$ cat config.mk
export PLATFORM = sky130hd
export DESIGN_NAME = esw_pair
export DESIGN_NICKNAME = d
export VERILOG_FILES = /design/src/esw_pkg.sv /design/src/esw_pair.sv
export SDC_FILE = /design/constraint.sdc
export NUM_CORES = 1
export LEC_CHECK = 0
export BUFFER_PORTS_ARGS = -buffer_cell sky130_fd_sc_hd__buf_2
export CORE_ASPECT_RATIO = 1.4
export CORE_MARGIN = 2
export CORE_UTILIZATION = 50
export CTS_BUF_LIST = sky130_fd_sc_hd__clkbuf_4 sky130_fd_sc_hd__clkbuf_8
export CTS_CLUSTER_SIZE = 20
export DETAILED_ROUTE_END_ITERATION = 7
export PLACE_DENSITY = 0.69
export SYNTH_ARGS = -nofsm -noshare
export SYNTH_HDL_FRONTEND = slang
export SYNTH_SLANG_ARGS = --single-unit
$ cat constraint.sdc
create_clock -name clk -period 17.2 [get_ports clk]
set_input_delay 0.86 -clock clk [delete_from_list [all_inputs] [get_ports clk]]
set_output_delay 0.86 -clock clk [all_outputs]
set_load 0.1 [all_outputs]
$ cat src/esw_pkg.sv
// shared types and constants of the edge swap engine
package esw_pkg;

    localparam int NODE_W       = 8;
    localparam int IDX_W        = 10;
    localparam int EDGES_W      = 11;
    localparam int EXCL_CNT_W   = 5;
    localparam int CNT_W        = 32;
    localparam int CFG_IDX_W    = 2;
    localparam int CFG_DATA_W   = 11;
    localparam int MAX_EDGES    = 1024;
    localparam int MAX_EXCLUDED = 16;
    localparam int EXCL_AW      = 4;
    localparam int SUM_W        = 9;
    localparam int CODE_W       = 17;
    localparam int EDGE_W       = 2 * NODE_W;
    // pair code of (255,255) plus one
    localparam int BITMAP_BITS  = 130561;

    typedef enum logic [1:0] {
        OP_LOAD_EDGE = 2'd0,
        OP_LOAD_EXCL = 2'd1,
        OP_SWAP      = 2'd2,
        OP_READ      = 2'd3
    } op_t;

    typedef enum logic [2:0] {
        OUT_SWAPPED = 3'd0,
        OUT_SAME    = 3'd1,
        OUT_SELF    = 3'd2,
        OUT_DUP     = 3'd3,
        OUT_REV     = 3'd4,
        OUT_EXCL    = 3'd5,
        OUT_DONE    = 3'd6,
        OUT_BAD     = 3'd7
    } outcome_t;

    typedef enum logic [CFG_IDX_W-1:0] {
        REG_EDGES_IN_USE    = 2'd0,
        REG_EXCLUDED_IN_USE = 2'd1,
        REG_DIRECTED_MODE   = 2'd2
    } cfg_reg_t;

    typedef enum logic [4:0] {
        S_CLEAR,
        S_IDLE,
        S_DISPATCH,
        S_LOAD_SET,
        S_READ_WAIT,
        S_SW_RDA,
        S_SW_RDB,
        S_CHK,
        S_CHK_DUP1,
        S_CHK_DUP2,
        S_CHK_REV,
        S_EX_START,
        S_EX_CMP,
        S_NEXT,
        S_SW_P1,
        S_SW_C1,
        S_SW_C2,
        S_SW_S1,
        S_SW_S2,
        S_RESP
    } state_t;

endpackage

$ cat src/esw_pair.sv
// shared pair code unit: (s+t)(s+t+1)/2+t, registered output
module esw_pair
    import esw_pkg::*;
(
    input  logic              clk,
    input  logic [NODE_W-1:0] s,
    input  logic [NODE_W-1:0] t,
    output logic [CODE_W-1:0] code_reg
);

    logic [SUM_W-1:0]    sum;
    logic [SUM_W-1:0]    sum_inc;
    logic [2*SUM_W-1:0]  prod;
    logic [CODE_W-1:0]   code_next;

    // triangular number plus target
    always_comb
    begin
        sum       = SUM_W'(s) + SUM_W'(t);
        sum_inc   = sum + SUM_W'(1);
        prod      = (2*SUM_W)'(sum) * (2*SUM_W)'(sum_inc);
        code_next = CODE_W'(prod >> 1) + CODE_W'(t);
    end

    always_ff @(posedge clk)
    begin
        code_reg <= code_next;
    end

endmodule

# After elaboration in Yosys (flattened, before gate mapping)
# Cells that the tools add are included.
# W data, S select, Z words.
dict set report classes {
  addsub 3
  n_mul 1
}
# operator n
set op_table {}
lappend op_table {{$mul A9 B9 Y18} 1}
lappend op_table {{$add A17 B8 Y17} 1}
lappend op_table {{$add A8 B8 Y9} 1}
lappend op_table {{$add A9 B1 Y9 const B} 1}
dict set report word_totals {
  elab_cells 5
  inputBits 17
  ff_bits 17
}

# Logic depth before layout (Yosys ltp)
# Gate-level depths: netlist of the first run.
dict set report depth {
  word_depth 4
  ltp_mapped 27
  depth_no_buf 27
}

# Worst setup path before layout of the first run
# Ideal clock, no wire load.
dict set report synth_timing {
  kind {input to register}
  from {input s[0]}
  to {register code_reg[15]}
  arrival_time_ns 7.242
  path_slack_ns 9.833
  n_path_buf 1
  path_stages 26
  setup_time_ns 0.125
  cell_sequence {ha_1 > fa_1 > a21o_1 > a21oi_1 > o21bai_1 > a21oi_1 > xnor2_1 > clkbuf_1 > nand4_1 > ha_1 > nand2b_1 > fa_1 > fa_1 > inv_1 > fa_1 > inv_1 > fa_1 > inv_1 > ha_1 > and3_1 > a22o_1 > o21a_1 > or4_1 > nand3_1 > nor3_1 > xnor2_1}
}
dict set report synth_between {
  elab_chain_len 4
}
# item line
set synth_lines {}
lappend synth_lines {{start, declared} esw_pair.sv:6} ;# input logic [NODE_W-1:0] s,
lappend synth_lines {{$add A8 B8 Y9 *} esw_pair.sv:19} ;# sum = SUM_W'(s) + SUM_W'(t);
lappend synth_lines {{$add A9 B1 Y9} esw_pair.sv:20} ;# sum_inc = sum + SUM_W'(1);
lappend synth_lines {{$mul A9 B9 Y18 *} esw_pair.sv:21} ;# prod = (2*SUM_W)'(sum) * (2*SUM_W)'(sum_inc);
lappend synth_lines {{$add A17 B8 Y17 *} esw_pair.sv:22} ;# code_next = CODE_W'(prod >> 1) + CODE_W'(t);
lappend synth_lines {{named net code_next[15]} esw_pair.sv:14} ;# logic [CODE_W-1:0] code_next;
lappend synth_lines {{end signal, assigned} esw_pair.sv:27} ;# code_reg <= code_next;
lappend synth_lines {{end, declared} esw_pair.sv:8} ;# output logic [CODE_W-1:0] code_reg
# The timed path passes the listed nets; every way through them passes the cells marked *.

# Worst setup path after layout of the first run
dict set report layout_timing {
  from {input s[0]}
  to {register code_reg[16]}
}
# Same word-level chain as after synthesis.

==> results of run 1 <==
==> synth_stat cells, types with 2 or more instances <==
master    instances  area, um2
and2_1            3       18.8
nand2b_1         19        119
a211o_1           2       17.5
inv_1           102        383
o21a_1            5       37.5
a221oi_1          2       17.5
nand3_1           4       20.0
xnor2_1          19        166
nand2_1          21       78.8
o21bai_1          4       30.0
or3_1             2       12.5
nor2b_1           9       56.3
a21oi_1          19       95.1
o211ai_1          3       22.5
fa_1             51       1020
o21ai_0           7       35.0
nor3_1            3       15.0
dfxtp_1          17        340
ha_1             63        788
nand4_1           3       18.8
clkbuf_1          3       11.3
a22o_1            2       17.5
a21o_1           10       75.1
or4_1             2       15.0
or2_1             6       37.5
xor2_1           10       87.6
o21ai_1           2       10.0
and3_1            4       25.0
nor2_1           38        143
==> worst max path at each step <==
stage | depth (start not counted) | start | endpoint | slack, ns
after floorplan | 26 | s[0] | code_reg[15] | 9.83
after global placement | 26 | s[0] | code_reg[16] | 9.06
after detailed placement | 26 | s[0] | code_reg[16] | 9.01
after CTS | 26 | s[0] | code_reg[16] | 9.23
after global routing | 26 | t[0] | code_reg[16] | 8.83
final | 26 | s[0] | code_reg[16] | 9.18
==> per-stage QoR <==
stage / hold WS [ns] / utilization [%]
2_1_floorplan: 0.990 / -
3_3_place_gp: 1.11 / 54.2
3_5_place_dp: 1.11 / 54.2
4_1_cts: 0.848 / 54.9
5_1_grt: 0.853 / 54.9
6_report: 0.849 / 54.9
==> final cells by class <==
| class | count | area share [%] |
|---|---|---|
| inverters | 102 | 9.11 |
| clock buffers | 4 | 1.16 |
| well taps | 100 | 2.98 |
| repair buffers | 33 | 3.93 |
| multi-input cells | 327 | 74.7 |
| flip-flops and latches | 17 | 8.10 |
==> routing by layer <==
| metal | GRT usage, % | wire length, um |
|---|---|---|
| met1 | 24.0 | 3250 |
| met2 | 42.9 | 4720 |
| met3 | 1.92 | 220 |
| met4 | 6.77 | 288 |
| met5 | 0 | 0 |
==> kinds of logic after synthesis <==
logic type,after synthesis,synth area share (%)
buffers and inverters,105,10.2
DFF,17,8.79
adders and majority gates,114,46.7
xor gates and xnor gates,30,6.98
AOI/OAI and AO/OA,61,11.0
and+or+nand+nor,122,16.4
==> worst max-delay path, stage by stage <==
cell,delay [ns]
buf_2,0.10
ha_1,0.21
fa_1,0.40
a21o_1,0.18
a21oi_1,0.22
xnor2_1,0.31
nor4_1,0.58
nand3_1,0.22
xor2_1,0.57
nor2b_1,0.14
fa_1,0.51
inv_1,0.06
fa_1,0.53
inv_1,0.05
fa_1,0.57
inv_1,0.07
fa_1,0.53
inv_1,0.04
ha_1,0.37
a21oi_1,0.22
o211ai_1,0.15
and3_1,0.24
o311ai_2,0.38
nand4_2,0.18
nor4_2,0.33
xnor2_1,0.16
==> flow_summary_export.csv, run 1 <==
group,metric,value,unit
cells_and_area,largest_reg_flops,17,
cts,cts_tree,"yes",
floorplanning,start_util,50.6,%
cells_and_area,regArea,340,um2
timing,setup_violations,0,
logic_synthesis,synth_area,3870,um2
timing,worstMarginPinSlew,1.12,ns
drt,routed_wl,8.48,mm
placed_design,dp_cells,579,
cts,cts_setup_buffers,0,
placed_design,routabilityCongestion,0.923,
cts,clk_pin_slew,0.07,ns
logic_synthesis,synth_cells,449,
worst_hold_path,hp-start,"t[0]",
cts,cts_root_buffer,"clkbuf_8",
cells_and_area,fin_nets,615,
cts,cts_resized,0,
floorplanning,core,7650,um2
logic_synthesis,syn_nets,580,
floorplanning,die-area,8480,um2
worst_setup_path,cp-end-kind,"flop",
logic_synthesis,ys_seq_elements,17,
timing,period_share,46.6,%
timing,setup_ws,9.18,ns
timing,fin_crit,8.02,ns
grt,antenna_found_initial,0,
worst_setup_path,worstSetupStartpointType,"input port",
floorplanning,ios,34,
logic_synthesis,synth_edf_count,0,
cells_and_area,final_cell_area,4200,um2
drt,viasPerCell,5.23,
worst_setup_path,cp.arrival,8.20,ns
floorplanning,row_count,38,
worst_hold_path,hold_class,"in2reg",
logic_synthesis,synthFlopType,"dfxtp_1",
timing,final_max_slew_viol_count,0,
cells_and_area,multi_input_area,3140,um2
cts,clk_path_buf_depth,2,
worst_setup_path,critical_path_class,"in2reg",
logic_synthesis,synth_warnings,0,
drt,drc,0,
timing,rsz0062_at_grt,"false",
worst_setup_path,required,17.37,ns
floorplanning,chipHeight,108,um
cts,hold_buffers,0,
grt,grt_max_degree,13,
cells_and_area,drive_gt1_share,9.32,%
cells_and_area,diodes,0,
timing,finalSetupTns,0,ns
cells_and_area,layout_common_cells,"inv_1 (102), ha_1 (63), fa_1 (51)",
cells_and_area,fillers,731,
drt,drtPass1Iterations,4,
cts,cts.sinks,17,
drt,num_vias,3048,
worst_hold_path,min_delay_path_depth,2,
cells_and_area,area_growth,8.46,%
placed_design,port_buffers,33,
timing,relSlewSlack,24.6,%
grt,grt_pass1_vias,3212,
timing,hold_viol,0,
logic_synthesis,ys_types,43,
drt,ant_nets,0,
logic_synthesis,synth-async-reset-ratio,0,%
floorplanning,die_x,78.4,um
cells_and_area,final_common_cell,"inv_1",
placed_design,place_area,4150,um2
worst_setup_path,cp_max_fo,9,
placed_design,post-place-ws,9.01,ns
grt,grtUsageTotal,21.6,%
grt,grt_remaining_overflow,0,
drt,routedWlPerCell,14.5,um
cts,h-tree-depth,1,
worst_hold_path,hold_path_end,"code_reg[0]",
status,status,"completed",
job,timing.max_cap.violations,0,
grt,grt_pass1_wl,14.5,mm
placed_design,dp_hpwl,7.29,mm
cts,cts_buffers,3,
timing,max_freq,125,MHz
cells_and_area,final_cell_count_no_fill,583,
logic_synthesis,avgSynthCellArea,8.63,um2
drt,drt_iter0_markers,132,
logic_synthesis,yosysSeqAreaShare,8.79,%
Power of run 1 is left out: the tool's default activity adds up to more than one toggle a clock period on the data nets, which glitch-free logic cannot reach.
==> inputs of run 2 (changes only) <==
Clock period 17.2 ns to 7.7 ns, I/O delays scaled along.
==> run 2 against run 1 <==
- die area did not move
- sequential cell count did not move
- worst setup slack got worse by 8.6 ns
- wire length rose by 0.12%
- global-route usage rose by 0.37 points
- cell area rose by 1.1%
- first-iteration DRC count fell by 12%
- hold slack got worse by 0.46 ns
- sequential share of layout area fell by 0.086 points
- core utilization rose by 0.59 points
- critical path depth rose by 1
- non-clock buffer count rose by 6
- highest routed layer unchanged
==> flow_summary_export.csv, run 2 (synthesis gave the netlist of run 1 again) <==
group,metric,value,unit
status,status,"completed",
timing,final_max_slew_viol_count,0,
drt,top_layer,"met4",
worst_setup_path,required,7.89,ns
cts,hold_buffers,0,
timing,worstMarginPinSlew,0.763,ns
drt,ant_nets,0,
grt,grtUsageTotal,22.0,%
floorplanning,chipHeight,108,um
worst_setup_path,slowest_stage,"fa_1",
job,timing.max_cap.violations,0,
timing,setup_violations,0,
cts,h-tree-depth,1,
cts,cts_tree,"yes",
floorplanning,core,7650,um2
grt,grt_pass1_vias,3209,
floorplanning,row_count,38,
timing,fin_crit,7.13,ns
drt,routed_wl,8.49,mm
placed_design,port_buffers,33,
placed_design,dp_hpwl,7.36,mm
cts,cts.sinks,17,
cts,cts_setup_buffers,0,
floorplanning,start_util,50.6,%
grt,grt_remaining_overflow,0,
worst_setup_path,slowest_delay,0.55,ns
worst_setup_path,critical_path_class,"in2reg",
cts,clk_path_buf_depth,2,
worst_setup_path,cp.arrival,7.32,ns
timing,rsz0062_at_grt,"false",
timing,relSlewSlack,48.8,%
timing,finalSetupTns,0,ns
floorplanning,die-area,8480,um2
drt,viasPerCell,5.34,
drt,met3_wirelength,270,um
drt,routedWlPerCell,14.4,um
drt,drtPass1Iterations,4,
worst_setup_path,worstSetupStartpointType,"input port",
cts,cts_buffers,3,
drt,drc,0,
cells_and_area,layout_common_cells,"inv_1 (102), ha_1 (63), fa_1 (51)",
floorplanning,die_x,78.4,um
grt,grt_pass1_wl,14.5,mm
cts,cts_root_buffer,"clkbuf_8",
grt,grt_max_degree,13,
cts,clk_pin_slew,0.07,ns
drt,drt_iter0_markers,116,
drt,wl_met2,4.55,mm
grt,antenna_found_initial,0,
cells_and_area,drive_gt1_share,10.4,%
placed_design,routabilityCongestion,0.906,
drt,num_vias,3146,
worst_hold_path,hold_class,"in2reg",
cells_and_area,largest_reg_flops,17,
worst_setup_path,cpMostUsedCell,"fa_1",
cells_and_area,diodes,0,
timing,hold_viol,0,
cells_and_area,area_growth,9.63,%
timing,period_share,92.6,%
worst_setup_path,cp_max_fo,8,
cells_and_area,final_common_cell,"inv_1",
cells_and_area,fin_nets,621,
worst_setup_path,cp-end-kind,"flop",
drt,met1Wirelength,3.26,mm
floorplanning,ios,34,
timing,max_freq,140,MHz
cts,cts_resized,0,
-- run 2: area by class of cell --
cell class	count	area (um2)
Clock buffer	4	48.8
Fill cell	727	3410
Inverter	102	383
Multi-Input combinational cell	327	3140
Sequential cell	17	340
Tap cell	100	125
Timing Repair Buffer	39	210
-- run 2: worst max-delay path: cells and delay by family --
| kind | cells | cell delay (ns) |
|---|---|---|
| AO/OA/AOI/OAI | 7 | 1.42 |
| buffers and inverters | 5 | 0.30 |
| XOR/XNOR | 2 | 0.52 |
| AND/OR/NAND/NOR | 5 | 1.04 |
| adder cells (fa/ha/maj) | 8 | 3.63 |
-- run 2: worst paths after layout --
kind              slack (ns)  cells after the start  start           end
setup / recovery        0.57                     27   s[0]  code_reg[16]
hold / removal          0.39                      2   t[0]   code_reg[0]
-- run 2: metrics by stage --
step / hold WS, ns / setup slack (ns) / util, % / area, um2 / cells
finish: 0.385 / 0.568 / 55.5 / 4250 / 589
CTS: 0.383 / 0.566 / 55.5 / 4250 / 589
floorplan: 0.515 / 0.808 / - / 3870 / 449
global placement: 0.643 / 0.387 / 54.8 / 4200 / 585
global route: 0.380 / 0.0444 / 55.5 / 4250 / 589
detailed placement: 0.653 / 0.323 / 54.8 / 4200 / 585
-- run 2: layer usage --
layer,up-vias,global-route usage [%]
met5,-,0
met4,0,10.4
met3,26,2.34
met2,74,41.6
met1,1542,24.5
li1,1504,-
Power of run 2 is left out for the same reason.
